## src/design/sprite_part_quad_setup_defines.svh

```systemverilog
// Assertion macros shared by the sprite part quad setup RTL.
`ifndef SPRITE_PART_QUAD_SETUP_DEFINES_SVH
`define SPRITE_PART_QUAD_SETUP_DEFINES_SVH

// Same-cycle implication, checked outside reset.
`define SPQS_ASSERT_NOW(label, clk, rst_n, ante, cons, msg) \
  label: assert property (@(posedge clk) disable iff (!rst_n) (ante) |-> (cons)) \
    else $error(msg);

// Next-cycle implication, checked outside reset.
`define SPQS_ASSERT_NEXT(label, clk, rst_n, ante, cons, msg) \
  label: assert property (@(posedge clk) disable iff (!rst_n) (ante) |=> (cons)) \
    else $error(msg);

`endif

```

## src/design/spqs_pkg.sv

```systemverilog
// Types and constants of the sprite part quad setup block.
`default_nettype none

package spqs_pkg;

  localparam int unsigned CFG_IDX_W = 3;
  localparam int unsigned CFG_DATA_W = 16;
  localparam int unsigned IN_DATA_W = 120;
  localparam int unsigned OUT_DATA_W = 128;

  // Configuration register indexes.
  localparam logic [CFG_IDX_W-1:0] CFG_ORIGIN_X = 3'd0;
  localparam logic [CFG_IDX_W-1:0] CFG_ORIGIN_Y = 3'd1;
  localparam logic [CFG_IDX_W-1:0] CFG_FACING_LEFT = 3'd2;
  localparam logic [CFG_IDX_W-1:0] CFG_PALETTE_BASE = 3'd3;
  localparam logic [CFG_IDX_W-1:0] CFG_Z_PRIORITY = 3'd4;

  // Bit positions within part_flags.
  localparam int unsigned FLAG_VFLIP = 0;
  localparam int unsigned FLAG_HFLIP = 1;
  localparam int unsigned FLAG_TRIM_RIGHT = 2;
  localparam int unsigned FLAG_TRIM_BOTTOM = 3;
  localparam int unsigned FLAG_TRIM_LEFT = 4;
  localparam int unsigned FLAG_TRIM_TOP = 5;

  typedef struct packed {
    logic signed [15:0] origin_x;
    logic signed [15:0] origin_y;
    logic               facing_left;
    logic [15:0]        palette_base;
    logic [15:0]        z_priority;
  } cfg_t;

  typedef struct packed {
    logic [5:0]         part_flags;
    logic signed [15:0] offset_x;
    logic signed [15:0] offset_y;
    logic signed [15:0] part_width;
    logic signed [15:0] part_height;
    logic [15:0]        clut_offset;
    logic [7:0]         tex_u_start;
    logic [7:0]         tex_v_start;
    logic [7:0]         tex_u_end;
    logic [7:0]         tex_v_end;
  } part_t;

  typedef struct packed {
    logic signed [15:0] x_left;
    logic signed [15:0] x_right;
    logic signed [15:0] y_top;
    logic signed [15:0] y_bottom;
    logic [7:0]         u_left;
    logic [7:0]         u_right;
    logic [7:0]         v_top;
    logic [7:0]         v_bottom;
    logic [15:0]        colour_table;
    logic [15:0]        draw_priority;
  } quad_t;

endpackage

`default_nettype wire

```

## src/design/sprite_part_quad_setup.sv

```systemverilog
// Top level of the sprite part quad setup block: handshake, registers and configuration.
// The block turns each sprite part item into one textured quad placed around a configured
// anchor, one result item for every input item. It is a two-register pipeline: an item is
// captured in the input register, all its arithmetic (trim, anchor offset, mirroring, texture
// flips, palette and priority adds) is done by short logic in spqs_calc, and the result is
// captured in the output register. A new item can be accepted in every cycle while in_tready
// is high; the input register empties into the output register whenever the latter is empty
// or being taken, so a stall on the output side holds at most two items before in_tready
// drops. Configuration registers are written through the cfg_ port and should only change
// while no item is in flight. Writes to an index beyond the register list are ignored.
`default_nettype none
`include "sprite_part_quad_setup_defines.svh"

module sprite_part_quad_setup
  import spqs_pkg::*;
(
  input  wire logic                  clk,
  input  wire logic                  rst_n,
  // Configuration write port.
  input  wire logic                  cfg_we,
  input  wire logic [CFG_IDX_W-1:0]  cfg_index,
  input  wire logic [CFG_DATA_W-1:0] cfg_wdata,
  // Input items.
  input  wire logic                  in_tvalid,
  output logic                       in_tready,
  // tdata from bit 0: part_flags[5:0], offset_x[21:6], offset_y[37:22], part_width[53:38],
  // part_height[69:54], clut_offset[85:70], tex_u_start[93:86], tex_v_start[101:94],
  // tex_u_end[109:102], tex_v_end[117:110], zero fill[119:118]
  input  wire logic [IN_DATA_W-1:0]  in_tdata,
  // Result items.
  output logic                       out_tvalid,
  input  wire logic                  out_tready,
  // tdata from bit 0: x_left[15:0], x_right[31:16], y_top[47:32], y_bottom[63:48],
  // u_left[71:64], u_right[79:72], v_top[87:80], v_bottom[95:88],
  // colour_table[111:96], draw_priority[127:112]
  output logic [OUT_DATA_W-1:0]      out_tdata
);

  // Configuration registers.
  cfg_t  cfg_r;
  cfg_t  cfg_nxt;

  // Input register stage.
  logic  s1_valid_r;
  logic  s1_valid_nxt;
  part_t s1_part_r;
  part_t in_part;

  // Output register stage.
  logic  out_valid_r;
  logic  out_valid_nxt;
  quad_t out_quad_r;
  quad_t calc_quad;

  logic  in_accept;
  logic  out_advance;

  always_comb begin
    cfg_nxt = cfg_r;
    if (cfg_we) begin
      case (cfg_index)
        CFG_ORIGIN_X:     cfg_nxt.origin_x     = cfg_wdata;
        CFG_ORIGIN_Y:     cfg_nxt.origin_y     = cfg_wdata;
        CFG_FACING_LEFT:  cfg_nxt.facing_left  = cfg_wdata[0];
        CFG_PALETTE_BASE: cfg_nxt.palette_base = cfg_wdata;
        CFG_Z_PRIORITY:   cfg_nxt.z_priority   = cfg_wdata;
        default:          cfg_nxt = cfg_r;
      endcase
    end
  end

  always_ff @(posedge clk) begin
    if (!rst_n) begin
      cfg_r <= '0;
    end else begin
      cfg_r <= cfg_nxt;
    end
  end

  // Unpack the input item.
  always_comb begin
    in_part.part_flags  = in_tdata[5:0];
    in_part.offset_x    = in_tdata[21:6];
    in_part.offset_y    = in_tdata[37:22];
    in_part.part_width  = in_tdata[53:38];
    in_part.part_height = in_tdata[69:54];
    in_part.clut_offset = in_tdata[85:70];
    in_part.tex_u_start = in_tdata[93:86];
    in_part.tex_v_start = in_tdata[101:94];
    in_part.tex_u_end   = in_tdata[109:102];
    in_part.tex_v_end   = in_tdata[117:110];
  end

  // The output register can take a new item when it is empty or its item is being taken;
  // the input register can then hand on its item, so it is free for the next one.
  always_comb begin
    out_advance   = !out_valid_r || out_tready;
    in_tready     = !s1_valid_r || out_advance;
    in_accept     = in_tvalid && in_tready;
    s1_valid_nxt  = in_accept || (s1_valid_r && !out_advance);
    out_valid_nxt = out_advance ? s1_valid_r : out_valid_r;
  end

  always_ff @(posedge clk) begin
    if (!rst_n) begin
      s1_valid_r  <= 1'b0;
      out_valid_r <= 1'b0;
    end else begin
      s1_valid_r  <= s1_valid_nxt;
      out_valid_r <= out_valid_nxt;
    end
  end

  always_ff @(posedge clk) begin
    if (in_accept) begin
      s1_part_r <= in_part;
    end
    if (out_advance && s1_valid_r) begin
      out_quad_r <= calc_quad;
    end
  end

  spqs_calc u_calc (
    .part (s1_part_r),
    .cfg  (cfg_r),
    .quad (calc_quad)
  );

  assign out_tvalid = out_valid_r;
  assign out_tdata  = {out_quad_r.draw_priority, out_quad_r.colour_table,
                       out_quad_r.v_bottom, out_quad_r.v_top,
                       out_quad_r.u_right, out_quad_r.u_left,
                       out_quad_r.y_bottom, out_quad_r.y_top,
                       out_quad_r.x_right, out_quad_r.x_left};

  // An item in the input register moves on whenever the output side has room.
  `SPQS_ASSERT_NEXT(a_s1_moves_on, clk, rst_n, s1_valid_r && !out_valid_r, out_valid_r,
    "item in input register did not move to an empty output register")
  // An accepted item always lands in the input register.
  `SPQS_ASSERT_NEXT(a_accept_fills, clk, rst_n, in_tvalid && in_tready, s1_valid_r,
    "accepted item was not captured")
  // Back-pressure only appears when both registers hold items.
  `SPQS_ASSERT_NOW(a_stall_full, clk, rst_n, !in_tready, s1_valid_r && out_valid_r,
    "input stalled while the pipeline had room")
  // A taken result is replaced by the waiting item in the next cycle.
  `SPQS_ASSERT_NEXT(a_refill, clk, rst_n, out_valid_r && out_tready && s1_valid_r,
    out_valid_r, "waiting item was lost after a result was taken")

endmodule

`default_nettype wire

```

## src/design/spqs_calc.sv

```systemverilog
// Quad edge, texture, palette and priority arithmetic for one sprite part.
`default_nettype none

module spqs_calc
  import spqs_pkg::*;
(
  input  part_t part,
  input  cfg_t  cfg,
  output quad_t quad
);

  logic        vflip;
  logic        hbit;
  logic        trim_r;
  logic        trim_b;
  logic        trim_l;
  logic        trim_t;
  logic        dx_inc;
  logic        dy_inc;
  logic [15:0] w_adj;
  logic [15:0] h_adj;
  logic [15:0] dx;
  logic [15:0] dy;
  logic [15:0] x_base;
  logic [15:0] y_base;
  logic [7:0]  u0;
  logic [7:0]  u1;
  logic [7:0]  v0;
  logic [7:0]  v1;

  always_comb begin
    vflip  = part.part_flags[FLAG_VFLIP];
    hbit   = part.part_flags[FLAG_HFLIP];
    trim_r = part.part_flags[FLAG_TRIM_RIGHT];
    trim_b = part.part_flags[FLAG_TRIM_BOTTOM];
    trim_l = part.part_flags[FLAG_TRIM_LEFT];
    trim_t = part.part_flags[FLAG_TRIM_TOP];

    // A trimmed edge that lands on the left or top side after flipping moves the anchor by one pixel.
    dx_inc = (trim_r & hbit) | (trim_l & ~hbit);
    dy_inc = (trim_b & vflip) | (trim_t & ~vflip);

    w_adj = 16'(part.part_width) - {15'd0, trim_r} - {15'd0, trim_l};
    h_adj = 16'(part.part_height) - {15'd0, trim_b} - {15'd0, trim_t};
    dx    = 16'(part.offset_x) + {15'd0, dx_inc};
    dy    = 16'(part.offset_y) + {15'd0, dy_inc};

    u0 = part.tex_u_start + {7'd0, trim_l};
    u1 = part.tex_u_end - {7'd0, trim_r};
    v0 = part.tex_v_start + {7'd0, trim_t};
    v1 = part.tex_v_end - {7'd0, trim_b};

    y_base = 16'(cfg.origin_y) + dy;
    quad.y_top    = y_base;
    quad.y_bottom = y_base + h_adj;

    // Facing left mirrors the part about the anchor.
    if (cfg.facing_left) begin
      x_base = 16'(cfg.origin_x) - dx;
      quad.x_left  = x_base - w_adj + 16'd1;
      quad.x_right = x_base + 16'd1;
    end else begin
      x_base = 16'(cfg.origin_x) + dx;
      quad.x_left  = x_base;
      quad.x_right = x_base + w_adj;
    end

    if (hbit | cfg.facing_left) begin
      quad.u_left  = u1 - 8'd1;
      quad.u_right = u0 - 8'd1;
    end else begin
      quad.u_left  = u0;
      quad.u_right = u1;
    end

    if (vflip) begin
      quad.v_top    = v1 - 8'd1;
      quad.v_bottom = v0 - 8'd1;
    end else begin
      quad.v_top    = v0;
      quad.v_bottom = v1;
    end

    quad.colour_table  = cfg.palette_base + part.clut_offset;
    quad.draw_priority = cfg.z_priority + 16'd1;
  end

endmodule

`default_nettype wire
```

## config.mk

```make
export PLATFORM = sky130hd
export DESIGN_NAME = sprite_part_quad_setup
export DESIGN_NICKNAME = d
export VERILOG_FILES = /design/src/design/spqs_pkg.sv /design/src/design/sprite_part_quad_setup.sv /design/src/design/spqs_calc.sv
export VERILOG_INCLUDE_DIRS = /design/src /design/src/design
export SDC_FILE = /design/constraint.sdc
export NUM_CORES = 1
export LEC_CHECK = 0
export ABC_AREA = 1
export BUFFER_PORTS_ARGS = -buffer_cell sky130_fd_sc_hd__clkbuf_2
export CAP_MARGIN = 20
export CORE_MARGIN = 2
export CORE_UTILIZATION = 40
export CTS_BUF_LIST = sky130_fd_sc_hd__clkbuf_8
export CTS_CLUSTER_SIZE = 14
export DETAILED_ROUTE_END_ITERATION = 10
export HOLD_SLACK_MARGIN = 0.03
export SYNTH_ARGS = -nofsm -noshare
export SYNTH_HDL_FRONTEND = slang
export SYNTH_SLANG_ARGS = --single-unit
```

## constraint.sdc

```tcl
create_clock -name clk -period 8.9 [get_ports clk]
set_input_delay 0.89 -clock clk [delete_from_list [all_inputs] [get_ports clk]]
set_output_delay 0.89 -clock clk [all_outputs]
set_load 0.02 [all_outputs]
```

# After elaboration in Yosys (flattened, before gate mapping)
# Cells that the tools add are included.
[totals]
elab_cells = 82
ff_bits = 313
out_inout_bits = 130
rom_bits = 0
latch_bits = 0
ramBits = 0
mem_count = 0
inputBits = 144
[classes]
eq_ne = 4
div = 0
shifts = 0
n_reduce_logical = 15
order_cmp = 0
n_addsub = 24
mul = 0
n_mux = 3
bitwise = 9
[op_table]
columns = ["op", "count"]
rows = [
  ["16-bit adder", 5],
  ["16-bit by 1-bit subtractor with 16-bit output", 4],
  ["16-bit by 1-bit adder with 16-bit output (second input constant)", 3],
  ["16-bit by 1-bit adder with 16-bit output", 2],
  ["16-bit two-way mux", 2],
  ["32-bit two-way mux", 1],
  ["16-bit subtractor", 2],
  ["8-bit by 1-bit subtractor with 8-bit output (second input constant)", 4],
  ["8-bit by 1-bit adder with 8-bit output", 2],
  ["8-bit by 1-bit subtractor with 8-bit output", 2],
  ["2-bit AND reduction", 5],
  ["3-bit by 2-bit equality test with 1-bit output (second input constant)", 2],
  ["1-bit bitwise AND", 4],
  ["3-bit by 1-bit equality test with 1-bit output (second input constant)", 1],
  ["3-bit equality test (second input constant)", 1],
  ["1-bit logical AND", 3],
  ["1-bit zero test", 3],
  ["3-bit zero test", 1],
  ["1-bit logical OR", 3],
  ["1-bit OR", 3],
  ["1-bit NOT", 2],
]

# Longest topological paths before layout
# Gate-level depths: netlist of the first run.
[logic_depth]
ltp_word = 8
mapped_depth = 35
depth_no_buf = 34

# Cells and area by module
# A second synthesis of the first run with hierarchy kept.
[unflattened]
hier_cells = 2134
area_unflattened_um2 = 18848.1
[by_module_without_submodules]
columns = ["module", "instances", "seq_area_each_um2", "area_each_um2", "cells_per_inst"]
rows = [
  ["sprite_part_quad_setup", 1, 8728.4, 10123.5, 641],
  ["spqs_calc", 1, 0.0, 8724.6, 1493],
]

# Worst setup path before layout of the first run
# OpenSTA, ideal clock, no wires.
[synth_path]
path_type = "input port to flip-flop"
from = "input port out_tready"
to = "register out_quad_r, in the netlist out_tdata[0] (enable)"
arrival_time_ps = 7089
setup_time_ps = 658
stages = 2
path_buffers = 0
slack_ps = 1153
t_required_ps = 8242
path_cell_list = "inv_1 a21oi_1"
[synth_between]
elab_chain_len = 2
[synth_lines]
columns = ["item", "line_no", "source"]
rows = [
  ["start, declared", "sprite_part_quad_setup.sv:32", "input wire logic out_tready,"],
  ["1-bit logical OR", "sprite_part_quad_setup.sv:97", "out_advance = !out_valid_r || out_tready;"],
  ["1-bit logical AND", "sprite_part_quad_setup.sv:118", "if (out_advance && s1_valid_r) begin"],
  ["end signal, assigned", "sprite_part_quad_setup.sv:119", "out_quad_r <= calc_quad;"],
  ["end, declared", "sprite_part_quad_setup.sv:52", "quad_t out_quad_r;"],
]
# Every way passes these cells.
# A chain may end at the register's enable or synchronous reset.

==> flow_summary_export.csv, run 1 <==
group,metric,value,unit
clocking,htreeDepth,2,
synth,synthMuxAreaShare,0.002247,
floorplanning,die-width,218.3,µm
route,vias,14290,
clocking,clock-sinks,313,
synth,synth_top_cells_by_area,"edfxtp_1 (40%), ha_1 (10%), dfxtp_1 (7.3%)",
power_and_ir_drop,p_int,2.717,mW
worst_setup_path,r2r_setup_slack,3340,ps
worst_setup_path,r2r_end,"out_tdata[15]$_DFFE_PP_",
clocking,cts_tree,"yes",
hold_path,hold_depth,1,
power_and_ir_drop,p_leak,9.875,nW
synth,avgSynthCellArea,9.183,µm²
route,avgRoutedWirePerCell,15.43,µm
hold_path,hold_path.class,"input pin to flop",
sta,finalSetupTns,0,ps
global_route,grtUsageTotal,0.1898,
floorplanning,boundaryPins,274,
clocking,cts_buffer_depth,3,
worst_setup_path,cpMostUsedCell,"inv_1",
synth,yosysWarnings,0,
worst_setup_path,cp_num_buf_inv,6,
synth,synth_compound_area_frac,0.1043,
synth,synthDominantCellAreaShare,0.4020,
sta,finalClockSkew,25.55,ps
synth,ys.flop_type,"edfxtp_1",
synth,synth_fp_nets,2308,
clocking,worstSkewPairLatency,640,ps
sta,setup_slack,3340,ps
hold_path,min_delay_worst_endpoint,"s1_part_r[35]$_DFFE_PP_",
worst_setup_path,cpMaxStageDelayCell,"edfxtp_1",
floorplanning,design.die.area,47670,µm²
route,antenna_left,0,
route,viasPerCell,4.861,
sta,hold_viol,0,
synth,yosysSeqAreaShare,0.4750,
status,outcome,"completed",
route,drc,0,
run,cap_violations,0,
route,routed_wl,45370,µm
clocking,holdBufCountCts,0,
worst_setup_path,reg2reg_from,"s1_part_r[116]$_DFFE_PP_",
power_and_ir_drop,combPwrFrac,0.244,
power_and_ir_drop,power.switching,1.249,mW
global_route,grt-ovfl-total,0,
sta,finalMaxSlewViolations,0,
synth,synth_seq_cells,313,
floorplanning,core_region_area,45380,µm²
sta,slew_headroom,0.3513,
synth,synth-xor-area-share,0.06387,
placement,dpl.hpwl,35200,µm
synth,ys_async_sr_fraction,0,
power_and_ir_drop,power_switching_share,0.3150,
synth,synth_area,18380,µm²
worst_setup_path,cp.arrival,5940,ps
placement,pre_cts_ws,3296,ps
synth,synth_fa_ha_area_frac,0.1155,
synth,synth_top_family_by_area,"simple AND/OR/NAND/NOR gates",
power_and_ir_drop,seqPwrFrac,0.444,
synth,yosys.area_share.simple,0.1667,
finish,nets,2602,
worst_setup_path,required,9280,ps
finish,drive_gt1_frac,0.1766,
synth,synth_cell_type_count,53,
placement,gp_congestion,0.8792,
clocking,ctsResizeCount,0,
worst_setup_path,path_max_fanout,10,
finish,area_growth,16.53,%
hold_path,hold_path_startpoint,"in_tdata[73]",
worst_setup_path,critPathKind,"flop to flop",
clocking,post_cts_buffers,0,
route,drt_iter0_drc,722,
sta,setup_viol,0,
clocking,numCtsBuffers,55,
global_route,grt_first_pass_wirelength,71020,µm
power_and_ir_drop,power_density,185.2,nW/µm²
global_route,grt_max_degree,74,
power_and_ir_drop,ir_worst_vdd,0.1103,mV
global_route,grt_pass1_vias,13750,
sta,tightest_slew,973.1,ps
floorplanning,start_util,0.4049,
clocking,root_buffer,"clkbuf_8",
worst_setup_path,cp_top_family,"simple AND/OR/NAND/NOR gates",
floorplanning,rows,78,
sta,maxClockFrequency,179.9,MHz
sta,rsz0062_at_grt,"false",
worst_setup_path,critPathLaunchType,"flop",
route,drt_pass1_iterations,7,
floorplanning,dieHeight,218.3,µm
synth,synthCells,2001,
sta,period_needed,5560,ps
global_route,antenna_found_initial,7,
synth,synth-edff-count,246,
power_and_ir_drop,clkPwrFrac,0.312,
placement,portBuffers,271,
worst_setup_path,reg2regPathDepth,30,
clocking,clkSlewWorstSetupHoldPaths,60,ps
synth,synth.largest_area_cell,"edfxtp_1",
worst_setup_path,critPathMaxStageDelay,540,ps
sta,timing.final.crit_share,0.6247,
worst_setup_path,end_kind,"flop",
worst register-to-register path, delay by kind of cell (launching register included):
family,cells,cell delay (ps)
DFF,1,540
AOI/OAI and AO/OA,5,930
muxes,1,230
adders and majority gates,5,1470
buffers and inverters,6,550
and+or+nand+nor,13,1560
cell type report:
cell class	count	area, µm²
Inverter	296	1121
Sequential cell	313	8728
Antenna cell	2	5.005
Multi-Input combinational cell	1352	8328
Tap cell	600	750.7
Fill cell	4344	23970
Clock inverter	40	211.5
Timing Repair Buffer	277	1441
Clock buffer	60	825.8
state kept, by name (all words and copies together), names as in the netlist:
| register | cells |
|---|---|
| out_tdata | 128 |
| s1_part_r | 118 |
| cfg_r | 65 |
| out_tvalid | 1 |
| s1_valid_r | 1 |
metal layers:
metal / track usage / wire length, µm
met1: 0.2450 / 20080
met2: 0.3140 / 21190
met3: 0.04635 / 2952
met4: 0.05828 / 1076
met5: 0 / 66
power groups by stage:
stage               registers (mW)  clock network, mW  logic (mW)
finish                        1.76               1.24       0.968
global route                  1.77               1.36        1.10
CTS                           1.76               1.29       0.969
detailed placement            1.79                  0       0.961
global placement              1.79                  0       0.946
floorplan                     1.85                  0       0.635
cells by family (layout without fill, tap and decap cells):
family / Yosys count / after routing
and+or+nand+nor: 698 / 698
AOI/OAI and AO/OA: 353 / 353
buffers and inverters: 336 / 673
DFF: 313 / 313
adders and majority gates: 163 / 163
xor gates and xnor gates: 134 / 134
muxes: 4 / 4
other: 0 / 2
layout by cell type, fill, tap and decap left out, types with 5 or more instances in the layout:
cell      instances
nand2_2          12
clkbuf_8         60
nand4_1          24
nor4_1            7
a31oi_1           8
inv_1           304
nand3_2           7
o21ai_0         139
xnor2_1          40
ha_1            152
clkinv_2          9
xor2_1           94
clkbuf_2        271
nor2_2           10
a21o_1            9
nand3b_1          5
o31ai_1           7
o21ai_1          26
nand3_1          90
nor3_1           22
a21oi_1         132
nor2_1          174
dfxtp_1          67
fa_1             11
clkinv_1         11
nand2_1         326
edfxtp_1        246
o21bai_1         10
how the worst max path moves through the flow:
stage                                    endpoint  cells after the start                      from  slack [ps]
after global routing      out_tdata[15]$_DFFE_PP_                     31  s1_part_r[116]$_DFFE_PP_        2790
after CTS                 out_tdata[15]$_DFFE_PP_                     30  s1_part_r[116]$_DFFE_PP_        3270
after floorplan            out_tdata[0]$_DFFE_PP_                      2                out_tready        1150
final                     out_tdata[15]$_DFFE_PP_                     30  s1_part_r[116]$_DFFE_PP_        3340
after detailed placement  out_tdata[15]$_DFFE_PP_                     30  s1_part_r[116]$_DFFE_PP_        3300
after global placement    out_tdata[15]$_DFFE_PP_                     30  s1_part_r[116]$_DFFE_PP_        3350
stage by stage:
step           hold slack [ps]  cells    util  power (mW)  cell area (µm²)
2_1_floorplan            428.0   2001       -       2.490            18380
3_3_place_gp             442.6   2836  0.4476       2.737            20310
3_5_place_dp             445.1   2837  0.4482       2.753            20340
4_1_cts                  353.9   2937  0.4711       4.026            21380
5_1_grt                  373.9   2940  0.4718       4.223            21410
6_report                 419.2   2940  0.4718       3.966            21410
cells in the mapped netlist, types with 12 or more instances:
| cell | number |
|---|---|
| nand2_1 | 326 |
| nand4_1 | 24 |
| xor2_1 | 94 |
| dfxtp_1 | 67 |
| nand2_2 | 12 |
| inv_1 | 286 |
| clkbuf_1 | 23 |
| xnor2_1 | 40 |
| ha_1 | 152 |
| o21ai_1 | 26 |
| nor3_1 | 22 |
| nor2_1 | 174 |
| a21oi_1 | 133 |
| o21ai_0 | 139 |
| edfxtp_1 | 246 |
| nand3_1 | 90 |
No activity file was read; power rests on OpenSTA's default activity.
==> run 2, diff against run 1 <==
Clock period 8.9 ns to 4.5 ns, I/O delays scaled along.
==> run 2 against run 1 <==
Compared with the run above: routed wire length up 12%; sequential share of layout area is 5.6 points lower; critical path depth is 6 lower; die area is the same; clock power increased by 130%; cell count rose by 9.3%; register-to-register slack got worse by 3200 ps; global-route usage rose by 1.9 points; flip-flop and latch count unchanged; via count is 8.5% higher; final area grew 16%.
==> flow_summary_export.csv, run 2 (synthesis gave the netlist of run 1 again) <==
group,metric,value,unit
floorplanning,design.die.area,47670,µm²
sta,maxClockFrequency,228.5,MHz
route,drt_iter0_drc,853,
global_route,grt_first_pass_wirelength,77980,µm
finish,layout_common_cells,"nand2_1 (311), inv_1 (277), clkbuf_2 (271)",
worst_setup_path,path_max_fanout,7,
finish,drive_gt1_frac,0.2746,
clocking,clock-sinks,313,
sta,hold_viol,0,
worst_setup_path,end_kind,"flop",
clocking,htreeDepth,2,
route,avgRoutedWirePerCell,15.87,µm
hold_path,min_delay_worst_endpoint,"out_tvalid$_SDFFE_PN0P_",
floorplanning,boundaryPins,274,
clocking,worstSkewPairLatency,650,ps
worst_setup_path,r2r_end,"out_tdata[31]$_DFFE_PP_",
route,drt_pass1_iterations,5,
placement,dpl.hpwl,37570,µm
worst_setup_path,reg2reg_from,"s1_part_r[113]$_DFFE_PP_",
worst_setup_path,required,4910,ps
route,drc,0,
clocking,clkSlewWorstSetupHoldPaths,60,ps
worst_setup_path,crit_path_start,"s1_part_r[113]$_DFFE_PP_",
floorplanning,start_util,0.4049,
power_and_ir_drop,power_density,353.3,nW/µm²
global_route,antenna_found_initial,6,
hold_path,hold_path_startpoint,"out_tready",
clocking,numCtsBuffers,55,
global_route,grtUsageTotal,0.2087,
sta,slew_headroom,0.2920,
placement,place_inst,2960,
finish,mostFrequentLayoutCell,"nand2_1",
placement,gp_congestion,0.8930,
worst_setup_path,r2r_setup_slack,120,ps
clocking,root_buffer,"clkbuf_8",
finish,instances_no_fill,3214,
global_route,grt_pass1_vias,15460,
global_route,grt-ovfl-total,0,
power_and_ir_drop,ir_worst_vdd,0.3124,mV
sta,timing.final.crit_share,0.9726,
placement,portBuffers,271,
finish,nets,2869,
floorplanning,core_region_area,45380,µm²
floorplanning,die-width,218.3,µm
power_and_ir_drop,p_leak,11.24,nW
clocking,cts_tree,"yes",
hold_path,hold_depth,4,
worst_setup_path,critPathLaunchType,"flop",
sta,setup_viol,0,
worst_setup_path,cp.arrival,4790,ps
status,outcome,"completed",
floorplanning,rows,78,
sta,finalSetupTns,0,ps
worst_setup_path,reg2regPathDepth,24,
route,vias,15500,
route,viasPerCell,4.824,
clocking,cts_buffer_depth,3,
sta,finalClockSkew,15.77,ps
route,routed_wl,51010,µm
global_route,grt_max_degree,80,
finish,area_growth,35.13,%
worst_setup_path,critPathKind,"flop to flop",
finish,largest_register_ffs,128,
route,antenna_left,0,
floorplanning,dieHeight,218.3,µm
hold_path,hold_path.class,"input pin to flop",
sta,tightest_slew,1062,ps
sta,finalMaxSlewViolations,0,
sta,rsz0062_at_grt,"true",
run,cap_violations,0,
sta,period_needed,4377,ps
## run 2: cell types whose count changed in the layout (fill, tap and decap cells not counted), moves of 21 or more
cell	previous run	this run
inv_1	304	277
a21oi_1	132	111
ha_4	0	33
dlygate4sd3_1	0	119
ha_1	152	119
buf_4	4	150
## run 2: where the power goes
part	leakage [nW]	internal [mW]	total, mW	switching, mW
Combinational	7.71	1.05	2.47	1.43
Sequential	2.90	3.40	3.48	0.0876
Clock	0.633	1.56	2.82	1.25
Total	11.2	6.01	8.77	2.77
## run 2: worst max-delay path by stage
stage / cells after the start / end / slack (ps)
final: 24 / out_tdata[31]$_DFFE_PP_ / 120
after CTS: 31 / out_tdata[31]$_DFFE_PP_ / 1
after global routing: 34 / out_tdata[15]$_DFFE_PP_ / -190
after floorplan: 32 / out_tdata[15]$_DFFE_PP_ / 7
after global placement: 31 / out_tdata[15]$_DFFE_PP_ / -320
after detailed placement: 31 / out_tdata[15]$_DFFE_PP_ / -500
## run 2: cell type report
cell class / count / area [µm²]
sequential: 313 / 8728
clock buffer: 55 / 757.0
multi-input combinational: 1352 / 9295
inverter: 296 / 1129
fill: 4065 / 20550
tap: 600 / 750.7
clock inverter: 47 / 409.1
antenna: 7 / 17.52
timing repair buffer: 544 / 3744
## run 2: stage by stage
step                setup slack, ps  instance area (µm²)  hold slack [ps]  utilization  power (mW)
floorplan                     7.064                18390            428.0            -       4.914
global placement             -320.8                21260            438.9       0.4684       5.628
detailed placement           -503.4                21260            449.2       0.4684       5.662
CTS                           1.151                24060            61.81       0.5301       8.689
global route                 -192.6                24830            86.93       0.5470       9.286
finish                        123.5                24830            118.5       0.5471       8.774
## run 2: layer usage
| layer | global-route usage | vias up | share of wire |
|---|---|---|---|
| li1 | - | 7846 | - |
| met1 | 0.2575 | 7141 | 0.43 |
| met2 | 0.3514 | 411 | 0.47 |
| met3 | 0.04704 | 105 | 0.057 |
| met4 | 0.08730 | 0 | 0.037 |
| met5 | 0 | - | 0 |
## run 2: repair_timing
action	4_1_cts	5_1_grt
setup buffers	13	13
pin swaps	19	63
hold buffers	119	0
resized for setup	80	128
setup endpoints to repair	13	18
hold endpoints to repair	119	0
## run 2: worst max-delay path: stages, from the launching register on
cell	delay (ps)
edfxtp_1	400
mux2_4	230
ha_4	140
nand3_1	120
nor2_2	160
nand3_1	120
or2_4	280
nor2_4	150
xor2_2	180
inv_1	90
ha_4	320
buf_4	180
inv_1	90
buf_4	150
buf_4	140
xor2_2	190
ha_1	390
nand2_2	110
nor3_4	210
nand2_1	70
nand2_1	70
a31oi_2	40
nand3b_1	170
nand3_1	80
nand2_1	60
==> run 3, diff against run 2 <==
Settings changed: CORE_MARGIN 2 to unset.
==> run 3 against run 2 <==
Compared with the run above: die area is 1.8% lower; final area is 0.27% lower; count of clock-buffer cells in the layout is 12 higher; non-clock buffer count is 2 higher; worst hold slack worse by 6.6 ps; cell count hardly changed; critical endpoint is now out_tdata[15]$_DFFE_PP_.
==> flow_summary_export.csv, run 3 (synthesis gave the netlist of run 1 again) <==
group,metric,value,unit
worst_setup_path,cp.arrival,4750,ps
sta,maxClockFrequency,230.0,MHz
power_and_ir_drop,p_leak,11.26,nW
floorplanning,dieHeight,216.3,µm
floorplanning,design.die.area,46800,µm²
placement,portBuffers,271,
placement,gp_congestion,0.8920,
route,drt_pass1_iterations,5,
status,outcome,"completed",
finish,drive_gt1_frac,0.2750,
sta,period_needed,4348,ps
global_route,grt-ovfl-total,0,
sta,tightest_slew,1026,ps
hold_path,hold_path.class,"input pin to flop",
global_route,antenna_found_initial,6,
placement,dpl.hpwl,37320,µm
sta,hold_viol,0,
floorplanning,core_region_area,45380,µm²
finish,mostFrequentLayoutCell,"nand2_1",
floorplanning,start_util,0.4049,
finish,fill_cells,4063,
global_route,grtUsageTotal,0.2131,
sta,rsz0062_at_grt,"true",
sta,finalClockSkew,40.49,ps
power_and_ir_drop,ir_worst_vdd,0.2394,mV
finish,nets,2871,
floorplanning,boundaryPins,274,
global_route,grt_first_pass_wirelength,78580,µm
clocking,htreeDepth,2,
worst_setup_path,cpMaxStageDelayCell,"edfxtp_1",
placement,pre_cts_ws,-507.2,ps
route,drt_iter0_drc,714,
finish,instances_no_fill,3217,
worst_setup_path,critPathKind,"flop to flop",
global_route,grt_max_degree,77,
finish,design_area,24760,µm²
clocking,clock-sinks,313,
route,vias,15550,
clocking,numCtsBuffers,55,
floorplanning,rows,78,
finish,area_growth,34.77,%
power_and_ir_drop,report.power.total,8.679,mW
clocking,worstSkewPairLatency,670,ps
route,drc,0,
worst_setup_path,path_max_fanout,4,
clocking,clkSlewWorstSetupHoldPaths,60,ps
route,antenna_left,0,
clocking,cts_tree,"yes",
sta,setup_slack,152.4,ps
finish,largest_register_ffs,128,
sta,setup_viol,0,
route,avgRoutedWirePerCell,15.79,µm
power_and_ir_drop,power_density,350.5,nW/µm²
worst_setup_path,required,4900,ps
clocking,cts_buffer_depth,3,
route,viasPerCell,4.833,
worst_setup_path,critPathMaxStageDelay,410,ps
placement,placed_cell_area,21250,µm²
route,routed_wl,50810,µm
sta,finalMaxSlewViolations,0,
placement,place_inst,2960,
global_route,grt_pass1_vias,15390,
worst_setup_path,end_kind,"flop",
sta,slew_headroom,0.3158,
sta,timing.final.crit_share,0.9661,
floorplanning,die-width,216.3,µm
run,cap_violations,0,
sta,hold_ws,111.9,ps
finish,layout_common_cells,"nand2_1 (310), inv_1 (282), clkbuf_2 (271)",
worst_setup_path,critPathLaunchType,"flop",
clocking,root_buffer,"clkbuf_8",
## run 3: cell types whose count changed in the layout (fill, tap and decap cells not counted), moves of 3 or more
cell	previous run	this run
bufinv_16	7	2
clkbuf_8	55	67
clkinv_1	17	7
clkinv_2	12	9
inv_1	277	282
inv_2	18	21
## run 3: area by class of cell
type	count	area, µm²	area share
antenna	6	15.01	0.0006063
clock buffer	67	922.1	0.03724
clock inverter	37	236.5	0.009549
inverter	296	1129	0.04557
multi-input combinational	1352	9240	0.3731
sequential	313	8728	0.3525
tap	600	750.7	0.03032
timing repair buffer	546	3742	0.1511
## run 3: path summary, 6_finish.rpt
check                                         startpoint                      end  slack [ps]  depth (start not counted)
worst max-delay path            s1_part_r[113]$_DFFE_PP_  out_tdata[15]$_DFFE_PP_         150                         32
worst min-delay path                          out_tready  out_tvalid$_SDFFE_PN0P_         110                          4
worst max register to register  s1_part_r[113]$_DFFE_PP_  out_tdata[15]$_DFFE_PP_         150                         32
worst min register to register    cfg_r[27]$_SDFFE_PN0P_   cfg_r[27]$_SDFFE_PN0P_         450                          2
## run 3: routing by layer
layer | vias to the layer above | global-route usage | routed length, µm
met5 | - | 0 | 27
met4 | 4 | 0.07934 | 1595
met3 | 107 | 0.04674 | 2631
met2 | 384 | 0.3640 | 24500
met1 | 7193 | 0.2624 | 22050
li1 | 7860 | - | -
## run 3: worst max-delay path, delay by kind of cell, from the launching register on
family	cells	cell delay, ps
AOI/OAI and AO/OA	2	330
muxes	1	230
buffers and inverters	8	560
and+or+nand+nor	16	1430
DFF	1	410
adders and majority gates	5	1120
## run 3: power breakdown
| group | total, mW | internal (mW) | switching (mW) | leakage, nW |
|---|---|---|---|---|
| combinational | 2.47 | 1.05 | 1.42 | 7.69 |
| sequential | 3.48 | 3.40 | 0.0878 | 2.90 |
| clock | 2.73 | 1.48 | 1.25 | 0.664 |
| total | 8.68 | 5.92 | 2.76 | 11.3 |
## run 3: metrics by stage
step / utilization / TNS (ps)
detailed placement: 0.4682 / -2788
global placement: 0.4682 / -1909
floorplan: - / 0
global route: 0.5456 / -532.8
CTS: 0.5324 / -51.20
finish: 0.5457 / 0
## run 3: repair_timing
| item | 4_1_cts | 5_1_grt |
|---|---|---|
| resized for setup | 106 | 98 |
| endpoints found under the setup margin | 13 | 18 |
| buffers inserted | 14 | 16 |
| pin swaps | 40 | 68 |
| hold endpoints to repair | 119 | 0 |
| hold buffers | 119 | 0 |
